[src/kgfq_pkg.sv]
// shared types, constants and helpers for the keyframe gated frame queue
// no dependencies; the design files refer to this package by scoped names
`timescale 1ns / 1ps

package kgfq_pkg;

    // queue geometry
    localparam int QUEUE_DEPTH = 64;
    localparam int IDX_W       = (QUEUE_DEPTH > 1) ? $clog2(QUEUE_DEPTH) : 1;
    localparam int CNT_W       = $clog2(QUEUE_DEPTH + 1);
    localparam int DROP_W      = CNT_W + 1;

    // configuration port
    localparam int ADDR_W = 3;
    localparam logic REG_CAPACITY    = 1'b0;
    localparam logic REG_MAX_PAYLOAD = 1'b1;
    localparam logic [6:0]  CAP_RESET = 7'd64;
    localparam logic [22:0] MAX_RESET = 23'd4194304;

    // item operation codes
    typedef enum logic [1:0] {
        MODE_PUSH = 2'd0,
        MODE_POP  = 2'd1,
        MODE_STOP = 2'd2
    } mode_t;

    // controller states
    typedef enum logic {
        ST_IDLE   = 1'b0,
        ST_FINISH = 1'b1
    } state_t;

    // commands from controller to datapath
    typedef struct packed {
        logic accept;
        logic finish;
    } cmd_t;

    // one result item
    typedef struct packed {
        logic        accepted;
        logic [6:0]  dropped_now;
        logic        request_keyframe;
        logic        oversize_error;
        logic        pop_valid;
        logic [31:0] pop_tag;
        logic [22:0] pop_length;
        logic [31:0] total_drops;
        logic [6:0]  queue_level;
        logic        waiting_for_keyframe;
    } result_t;

    // circular index advance
    function automatic logic [IDX_W-1:0] next_idx(input logic [IDX_W-1:0] i);
        logic [IDX_W-1:0] r;
        if (i == IDX_W'(QUEUE_DEPTH - 1)) begin
            r = '0;
        end
        else begin
            r = i + 1'b1;
        end
        return r;
    endfunction

    // low seven bits of a count, zero extended where the count is narrower
    function automatic logic [6:0] low7(input logic [DROP_W-1:0] v);
        logic [DROP_W+6:0] w;
        w = {7'b0, v};
        return w[6:0];
    endfunction

endpackage

[src/kgfq_ctrl.sv]
// controller for the keyframe gated frame queue: accept / finish sequencing
// depends on kgfq_pkg
`timescale 1ns / 1ps

module kgfq_ctrl (
    input  logic            clk,
    input  logic            rst_n,
    input  logic            in_valid,
    output logic            in_ready,
    input  logic            buf_room,
    output kgfq_pkg::cmd_t  cmd
);

    kgfq_pkg::state_t state_reg;
    kgfq_pkg::state_t state_next;

    // state register
    always_ff @(posedge clk or negedge rst_n)
    begin
        if (!rst_n)
        begin
            state_reg <= kgfq_pkg::ST_IDLE;
        end
        else
        begin
            state_reg <= state_next;
        end
    end

    // next state and commands
    always_comb
    begin
        state_next = state_reg;
        in_ready   = 1'b0;
        cmd        = '0;
        case (state_reg)
            kgfq_pkg::ST_IDLE:
            begin
                in_ready   = buf_room;
                cmd.accept = in_valid && buf_room;
                if (in_valid && buf_room)
                begin
                    state_next = kgfq_pkg::ST_FINISH;
                end
            end
            kgfq_pkg::ST_FINISH:
            begin
                cmd.finish = 1'b1;
                state_next = kgfq_pkg::ST_IDLE;
            end
            default:
            begin
                state_next = kgfq_pkg::ST_IDLE;
            end
        endcase
    end

endmodule

[src/kgfq_datapath.sv]
// datapath: descriptor memories, queue pointers, drop policy, config registers
// depends on kgfq_pkg
`timescale 1ns / 1ps

module kgfq_datapath (
    input  logic                         clk,
    input  logic                         rst_n,
    input  kgfq_pkg::cmd_t               cmd,
    input  logic [1:0]                   mode,
    input  logic                         is_keyframe,
    input  logic [31:0]                  frame_tag,
    input  logic [23:0]                  payload_length,
    input  logic                         psel,
    input  logic                         penable,
    input  logic                         pwrite,
    input  logic [kgfq_pkg::ADDR_W-1:0]  paddr,
    input  logic [31:0]                  pwdata,
    output logic [31:0]                  prdata,
    output kgfq_pkg::result_t            res
);

    // descriptor memories
    logic [31:0] tag_mem [kgfq_pkg::QUEUE_DEPTH];
    logic [22:0] len_mem [kgfq_pkg::QUEUE_DEPTH];
    logic [31:0] rd_tag_reg;
    logic [22:0] rd_len_reg;

    // queue state
    logic [kgfq_pkg::IDX_W-1:0] head_reg, head_next;
    logic [kgfq_pkg::IDX_W-1:0] tail_reg, tail_next;
    logic [kgfq_pkg::CNT_W-1:0] fill_reg, fill_next;
    logic                       await_reg, await_next;
    logic                       halted_reg, halted_next;
    logic [31:0]                total_reg, total_next;

    // config registers
    logic [6:0]  cap_reg;
    logic [22:0] max_reg;

    // per-item work
    kgfq_pkg::result_t           pend_reg, pend_next;
    logic                        mem_we;
    logic [kgfq_pkg::IDX_W-1:0]  wr_idx;
    logic [kgfq_pkg::DROP_W-1:0] drop;
    logic [32:0]                 drop_sum;
    logic [31:0]                 eff_cap;
    logic                        full;
    logic                        oversize;

    // apb register writes
    always_ff @(posedge clk or negedge rst_n)
    begin
        if (!rst_n)
        begin
            cap_reg <= kgfq_pkg::CAP_RESET;
            max_reg <= kgfq_pkg::MAX_RESET;
        end
        else if (psel && penable && pwrite)
        begin
            case (paddr[2])
                kgfq_pkg::REG_CAPACITY:    cap_reg <= pwdata[6:0];
                kgfq_pkg::REG_MAX_PAYLOAD: max_reg <= pwdata[22:0];
                default: ;
            endcase
        end
    end

    // apb register reads
    always_comb
    begin
        case (paddr[2])
            kgfq_pkg::REG_CAPACITY:    prdata = {25'b0, cap_reg};
            kgfq_pkg::REG_MAX_PAYLOAD: prdata = {9'b0, max_reg};
            default:                   prdata = '0;
        endcase
    end

    // capacity clamp and checks
    always_comb
    begin
        if (cap_reg == 7'd0)
        begin
            eff_cap = 32'd1;
        end
        else if (32'(cap_reg) > 32'(kgfq_pkg::QUEUE_DEPTH))
        begin
            eff_cap = 32'(kgfq_pkg::QUEUE_DEPTH);
        end
        else
        begin
            eff_cap = 32'(cap_reg);
        end
        full     = 32'(fill_reg) >= eff_cap;
        oversize = payload_length > {1'b0, max_reg};
    end

    // drop policy and queue update for the accepted item
    always_comb
    begin
        head_next   = head_reg;
        tail_next   = tail_reg;
        fill_next   = fill_reg;
        await_next  = await_reg;
        halted_next = halted_reg;
        mem_we      = 1'b0;
        wr_idx      = tail_reg;
        drop        = '0;
        pend_next   = '0;
        case (kgfq_pkg::mode_t'(mode))
            kgfq_pkg::MODE_PUSH:
            begin
                if (!halted_reg)
                begin
                    if (oversize)
                    begin
                        drop                       = kgfq_pkg::DROP_W'(1);
                        pend_next.request_keyframe = 1'b1;
                        pend_next.oversize_error   = 1'b1;
                    end
                    else if (await_reg && !is_keyframe)
                    begin
                        drop = kgfq_pkg::DROP_W'(1);
                    end
                    else if (is_keyframe)
                    begin
                        // keyframe: flush and store at slot zero
                        await_next         = 1'b0;
                        drop               = kgfq_pkg::DROP_W'(fill_reg);
                        mem_we             = 1'b1;
                        wr_idx             = '0;
                        head_next          = '0;
                        tail_next          = kgfq_pkg::next_idx('0);
                        fill_next          = kgfq_pkg::CNT_W'(1);
                        pend_next.accepted = 1'b1;
                    end
                    else if (full)
                    begin
                        // overflow: flush, drop incoming, resync on keyframe
                        drop                       = kgfq_pkg::DROP_W'(fill_reg)
                                                     + kgfq_pkg::DROP_W'(1);
                        head_next                  = '0;
                        tail_next                  = '0;
                        fill_next                  = '0;
                        await_next                 = 1'b1;
                        pend_next.request_keyframe = 1'b1;
                    end
                    else
                    begin
                        mem_we             = 1'b1;
                        tail_next          = kgfq_pkg::next_idx(tail_reg);
                        fill_next          = fill_reg + 1'b1;
                        pend_next.accepted = 1'b1;
                    end
                end
            end
            kgfq_pkg::MODE_POP:
            begin
                if (fill_reg != '0)
                begin
                    pend_next.pop_valid = 1'b1;
                    head_next           = kgfq_pkg::next_idx(head_reg);
                    fill_next           = fill_reg - 1'b1;
                end
            end
            kgfq_pkg::MODE_STOP:
            begin
                halted_next = 1'b1;
                head_next   = '0;
                tail_next   = '0;
                fill_next   = '0;
            end
            default: ;
        endcase

        // saturating drop total
        drop_sum = {1'b0, total_reg} + {{(33 - kgfq_pkg::DROP_W){1'b0}}, drop};
        total_next = drop_sum[32] ? 32'hFFFF_FFFF : drop_sum[31:0];

        pend_next.dropped_now          = kgfq_pkg::low7(drop);
        pend_next.total_drops          = total_next;
        pend_next.queue_level          = kgfq_pkg::low7(kgfq_pkg::DROP_W'(fill_next));
        pend_next.waiting_for_keyframe = await_next;
    end

    // control state registers
    always_ff @(posedge clk or negedge rst_n)
    begin
        if (!rst_n)
        begin
            head_reg   <= '0;
            tail_reg   <= '0;
            fill_reg   <= '0;
            await_reg  <= 1'b0;
            halted_reg <= 1'b0;
            total_reg  <= '0;
        end
        else if (cmd.accept)
        begin
            head_reg   <= head_next;
            tail_reg   <= tail_next;
            fill_reg   <= fill_next;
            await_reg  <= await_next;
            halted_reg <= halted_next;
            total_reg  <= total_next;
        end
    end

    // descriptor memory write and head read
    always_ff @(posedge clk)
    begin
        if (cmd.accept && mem_we)
        begin
            tag_mem[wr_idx] <= frame_tag;
            len_mem[wr_idx] <= payload_length[22:0];
        end
    end

    always_ff @(posedge clk)
    begin
        if (cmd.accept)
        begin
            rd_tag_reg <= tag_mem[head_reg];
            rd_len_reg <= len_mem[head_reg];
            pend_reg   <= pend_next;
        end
    end

    // result assembly in the finish cycle
    always_comb
    begin
        res = pend_reg;
        if (pend_reg.pop_valid)
        begin
            res.pop_tag    = rd_tag_reg;
            res.pop_length = rd_len_reg;
        end
    end

endmodule

[src/kgfq_out_buf.sv]
// two-entry result buffer between the datapath and the output channel
// depends on kgfq_pkg
`timescale 1ns / 1ps

module kgfq_out_buf (
    input  logic               clk,
    input  logic               rst_n,
    input  logic               wr_en,
    input  kgfq_pkg::result_t  wr_data,
    output logic               room,
    output logic               out_valid,
    input  logic               out_ready,
    output kgfq_pkg::result_t  rd_data
);

    kgfq_pkg::result_t slot_reg [2];
    logic              wr_ptr_reg, wr_ptr_next;
    logic              rd_ptr_reg, rd_ptr_next;
    logic [1:0]        count_reg, count_next;
    logic              rd_en;

    assign out_valid = count_reg != 2'd0;
    assign room      = count_reg != 2'd2;
    assign rd_en     = out_valid && out_ready;
    assign rd_data   = slot_reg[rd_ptr_reg];

    // pointer and count update
    always_comb
    begin
        wr_ptr_next = wr_ptr_reg ^ wr_en;
        rd_ptr_next = rd_ptr_reg ^ rd_en;
        count_next  = count_reg + {1'b0, wr_en} - {1'b0, rd_en};
    end

    always_ff @(posedge clk or negedge rst_n)
    begin
        if (!rst_n)
        begin
            wr_ptr_reg <= 1'b0;
            rd_ptr_reg <= 1'b0;
            count_reg  <= 2'd0;
        end
        else
        begin
            wr_ptr_reg <= wr_ptr_next;
            rd_ptr_reg <= rd_ptr_next;
            count_reg  <= count_next;
        end
    end

    // result storage
    always_ff @(posedge clk)
    begin
        if (wr_en)
        begin
            slot_reg[wr_ptr_reg] <= wr_data;
        end
    end

endmodule

[src/keyframe_gated_frame_queue.sv]
// top level of the keyframe gated frame queue
// depends on kgfq_pkg, kgfq_ctrl, kgfq_datapath, kgfq_out_buf
`timescale 1ns / 1ps

// usage
// - input channel (in_valid / in_ready): one item per transfer, mode selects
//   push of a frame descriptor, pop of the oldest descriptor, or stop
// - output channel (out_valid / out_ready): exactly one result per item
// - apb port: capacity at byte address 0, max payload length at address 4;
//   write only while no item is in flight
// - each item passes an idle step, which applies the drop policy and reads
//   the head entry of the descriptor memory, then a finish step, which
//   forms the result and writes it into the result buffer; in_ready is low
//   in the finish step, so a new item is taken only after the last is done
// - the descriptor memory has one write and one registered read port; the
//   registered head read is why the result is formed in the finish step
// - a two-entry result buffer lets a new item be taken while one result
//   still waits; when both entries are full in_ready drops until the
//   receiver takes a result
// - reset empties the queue, clears waiting and halted state and the drop
//   total, and restores both registers; memory contents are not cleared
//   since only entries that hold a descriptor are ever returned
module keyframe_gated_frame_queue (
    input  logic                         clk,
    input  logic                         rst_n,
    input  logic                         in_valid,
    output logic                         in_ready,
    input  logic [1:0]                   mode,
    input  logic                         is_keyframe,
    input  logic [31:0]                  frame_tag,
    input  logic [23:0]                  payload_length,
    output logic                         out_valid,
    input  logic                         out_ready,
    output logic                         accepted,
    output logic [6:0]                   dropped_now,
    output logic                         request_keyframe,
    output logic                         oversize_error,
    output logic                         pop_valid,
    output logic [31:0]                  pop_tag,
    output logic [22:0]                  pop_length,
    output logic [31:0]                  total_drops,
    output logic [6:0]                   queue_level,
    output logic                         waiting_for_keyframe,
    input  logic                         psel,
    input  logic                         penable,
    input  logic                         pwrite,
    input  logic [kgfq_pkg::ADDR_W-1:0]  paddr,
    input  logic [31:0]                  pwdata,
    output logic [31:0]                  prdata,
    output logic                         pready
);

    kgfq_pkg::cmd_t    cmd;
    kgfq_pkg::result_t res;
    kgfq_pkg::result_t out_res;
    logic              buf_room;

    assign pready = 1'b1;

    kgfq_ctrl u_ctrl (
        .clk      (clk),
        .rst_n    (rst_n),
        .in_valid (in_valid),
        .in_ready (in_ready),
        .buf_room (buf_room),
        .cmd      (cmd)
    );

    kgfq_datapath u_dp (
        .clk            (clk),
        .rst_n          (rst_n),
        .cmd            (cmd),
        .mode           (mode),
        .is_keyframe    (is_keyframe),
        .frame_tag      (frame_tag),
        .payload_length (payload_length),
        .psel           (psel),
        .penable        (penable),
        .pwrite         (pwrite),
        .paddr          (paddr),
        .pwdata         (pwdata),
        .prdata         (prdata),
        .res            (res)
    );

    kgfq_out_buf u_buf (
        .clk       (clk),
        .rst_n     (rst_n),
        .wr_en     (cmd.finish),
        .wr_data   (res),
        .room      (buf_room),
        .out_valid (out_valid),
        .out_ready (out_ready),
        .rd_data   (out_res)
    );

    // result fields to ports
    assign accepted             = out_res.accepted;
    assign dropped_now          = out_res.dropped_now;
    assign request_keyframe     = out_res.request_keyframe;
    assign oversize_error       = out_res.oversize_error;
    assign pop_valid            = out_res.pop_valid;
    assign pop_tag              = out_res.pop_tag;
    assign pop_length           = out_res.pop_length;
    assign total_drops          = out_res.total_drops;
    assign queue_level          = out_res.queue_level;
    assign waiting_for_keyframe = out_res.waiting_for_keyframe;

endmodule

[config.mk]
export PLATFORM = sky130hd
export DESIGN_NAME = keyframe_gated_frame_queue
export DESIGN_NICKNAME = d
export VERILOG_FILES = /design/src/kgfq_pkg.sv /design/src/kgfq_ctrl.sv /design/src/kgfq_datapath.sv /design/src/kgfq_out_buf.sv /design/src/keyframe_gated_frame_queue.sv
export SDC_FILE = /design/constraint.sdc
export NUM_CORES = 2
export LEC_CHECK = 0
export BUFFER_PORTS_ARGS = -buffer_cell sky130_fd_sc_hd__buf_2
export CAP_MARGIN = 0
export CORE_MARGIN = 2
export CORE_UTILIZATION = 45
export DETAILED_ROUTE_END_ITERATION = 16
export GPL_TIMING_DRIVEN = 1
export MAX_ROUTING_LAYER = met4
export PLACE_DENSITY_LB_ADDON = 0.05
export SLEW_MARGIN = 0
export SYNTH_ARGS = -nofsm -noshare
export SYNTH_HDL_FRONTEND = slang
export SYNTH_SLANG_ARGS = --single-unit
export TNS_END_PERCENT = 1
[constraint.sdc]
create_clock -name clk -period 10.1 [get_ports clk]
set_input_delay 1.515 -clock clk [delete_from_list [all_inputs] [get_ports clk]]
set_output_delay 1.515 -clock clk [all_outputs]
set_load 0.01 [all_outputs]
==> results.yml <==
status:
  outcome: "finished clean"
power_and_ir_drop:
  power_density_mw_per_mm2: 257
  switching_share: 0.290
  peakVddDrop_uv: 200
  switching_power_mw: 12.9
  p_int_mw: 31.5
  power.static_leakage_nw: 53.9
  pwr-share-seq: 0.428
  pwr-share-clk: 0.335
  p_comb_frac: 0.237
placement:
  placed_area_mm2: 0.160
  place_congestion: 0.810
  dp_hpwl_mm: 242
  io_buffers: 220
synth:
  yosysWarnings: 0
  synth_commonest_cells: "edfxtp_1 (3838), mux4_2 (855), mux2i_1 (358)"
  async_flop_share: 0.0224
  yosys-top-cells-area: "edfxtp_1 (76%), mux4_2 (13%), mux2i_1 (2.4%)"
  synth_seq_cells: 3926
  synth_flop_cell: "edfxtp_1"
  avgSynthCellArea_um2: 21.6
  syn-instance-count: 7019
  synth.largest_area_cell: "edfxtp_1"
  syn_area_mm2: 0.152
  synth_cell_types: 76
  yosysSeqAreaShare: 0.773
  synth_edf_count: 3838
  yosysMostFrequentCell: "edfxtp_1"
  synth_top_area_share: 0.759
worst_setup_path:
  path_class: "input pin to register"
  arrival_ns: 7.51
  cp-end-kind: "register"
  crit_path_max_fanout: 65
  path_buf_inv: 2
  cpPeakStageDelay_ns: 1.30
  ff2ff_setup_slack_ns: 3.87
  critPathTopFamily: "simple AND/OR/NAND/NOR gates"
  r2r-end: "u_dp.tag_mem[43][13]$_DFFE_PP_"
  crit_required_ns: 10.73
  cp-endpoint: "u_dp.tag_mem[43][13]$_DFFE_PP_"
  path_depth: 10
  startpoint_type: "input pin"
  path_cells: "buf_2 -> ha_1 -> a211oi_2 -> nor2_1 -> o311a_1 -> or3_1 -> a2111oi_4 -> nand3_1 -> nor2_4 -> buf_4"
  rr_worst_depth: 9
  slowest_stage: "nor2_4"
  r2r_start: "u_dp.max_reg[22]$_DFFE_PN1P_"
  crit_start: "payload_length[5]"
global_routing:
  grtUsageTotal: 0.266
  grt_pass1_wl_mm: 612
  overflow: 0
  grt_pass1_vias: 75100
  antenna_found_initial: 23
  grt_max_degree: 114
sta:
  worstMarginPinSlew_ns: 1.39
  fin_crit_sh: 0.681
  setup_violations: 0
  rsz0062_at_grt: "false"
  period_needed_ns: 6.88
  max_freq_mhz: 145
  drv_slew: 0
  finalSetupTns_ns: 0
  hold_violations: 0
  clock_skew_ns: 0.0465
  slew_headroom: 0.0695
die:
  chipWidth_um: 585
  core-area_mm2: 0.336
  die_h_um: 585
  ios: 242
  dieArea_mm2: 0.342
  rows: 213
  initial_core_util: 0.452
cells_and_area:
  largest_register_ffs: 2048
  fillers: 26900
  final_nets: 7666
  drive_gt1_frac: 0.274
  final_area_mm2: 0.173
  area_growth_pct: 13.9
cts:
  cts_made_buffers: 409
  cts_buffer_depth: 4
  cts_resized: 0
  cts_hold_buf: 0
  post-cts-setup-buffer-count: 0
  cts.htree.levels: 5
  cts_tree: "done"
  root_buffer: "clkbuf_16"
  clk_latency_ns: 0.98
  clock-sinks: 3926
  clk_pin_slew_worst_paths_ns: 0.06
routing:
  drc: 0
  drtIter0Drc: 8230
  vias: 75100
  ant_nets: 0
  dr.pass1.iters: 5
  route.detailed.wl_per_inst_um: 35.7
  vias_per_cell: 6.06
  drt_wl_total_mm: 443
flow_run:
  cap_violations: 0
hold_path:
  hold_path.class: "register to register"
  hp-start: "u_dp.res[18]$_DFFE_PP_"
per-stage QoR:
stage / power (mW) / hold slack, ns / utilization / instances / setup slack [ns]
finish: 44.4 / 0.441 / 0.514 / 12400 / 3.22
global route: 46.0 / 0.460 / 0.514 / 12400 / 2.89
CTS: 44.9 / 0.443 / 0.514 / 12400 / 3.18
detailed placement: 30.1 / 0.429 / 0.475 / 11600 / 2.13
global placement: 30.0 / 0.429 / 0.475 / 11600 / 2.27
floorplan: 25.9 / 0.421 / - / 7027 / 0.369
cells in the final DEF (no fill, tap or decap), drive strengths merged, types with 30 or more instances in the layout:
cell type	instances
o22ai	63
clkbuf	506
and2	82
nor3	47
mux4	855
inv	56
ha	46
dfrtp	86
mux2	166
a21oi	178
a31oi	50
nand2	151
mux2i	358
o21ai	70
nand3	30
bufinv	41
o221ai	155
buf	475
edfxtp	3838
nor2	170
clkinv	189
worst reg2reg max path, delay by kind of cell (launching register included):
family	cells	cell delay (ns)
AND/OR/NAND/NOR	5	3.71
AO/OA/AOI/OAI	1	0.89
flip-flops	1	0.53
buffers and inverters	2	0.50
adder cells (fa/ha/maj)	1	0.28
how the worst min path moves through the flow:
stage                                                 end  slack (ns)  depth (start not counted)
final                     u_buf.slot_reg[1][18]$_DFFE_PP_        0.44                          0
after global routing      u_buf.slot_reg[0][15]$_DFFE_PP_        0.46                          0
after CTS                 u_buf.slot_reg[1][18]$_DFFE_PP_        0.44                          0
after detailed placement  u_buf.slot_reg[0][18]$_DFFE_PP_        0.43                          0
after global placement    u_buf.slot_reg[0][33]$_DFFE_PP_        0.43                          0
after floorplan            u_buf.slot_reg[0][0]$_DFFE_PP_        0.42                          0
logic make-up (layout without fill, tap and decap cells):
family / after synthesis / in the layout / share of synthesized area
XOR/XNOR: 18 / 18 / 0.00104
flip-flops: 3926 / 3926 / 0.773
buffers and inverters: 445 / 1273 / 0.0128
multiplexers: 1379 / 1379 / 0.163
AO/OA/AOI/OAI: 627 / 627 / 0.0281
other: 2 / 23 / 0.0000495
adder cells (fa/ha/maj): 47 / 47 / 0.00392
AND/OR/NAND/NOR: 575 / 575 / 0.0180
layout make-up:
| class | instances | area [µm²] | share of cell area |
|---|---|---|---|
| clock inverter | 242 | 2330 | 0.0135 |
| tap | 4515 | 5650 | 0.0327 |
| antenna | 13 | 32.5 | 0.000188 |
| inverter | 50 | 209 | 0.00121 |
| timing repair buffer | 475 | 3480 | 0.0201 |
| sequential | 3926 | 117000 | 0.679 |
| multi-input combinational | 2656 | 33000 | 0.191 |
| clock buffer | 506 | 10800 | 0.0624 |
per-layer routing:
layer,vias up,part of all wire,global-route usage
met5,-,0,-
met4,0,0.029,0.0702
met3,569,0.056,0.0296
met2,2555,0.49,0.425
met1,41300,0.42,0.367
li1,30600,-,-
power by group through the flow:
stage                     Sequential, mW  Clock [mW]  Combinational, mW
after floorplan                     19.0           0               6.90
after global placement              19.3           0               10.7
after detailed placement            19.3           0               10.7
after CTS                           19.0        15.2               10.8
after global routing                19.0        15.8               11.1
final                               19.0        14.9               10.5
Power figures use the tool's default switching activity.
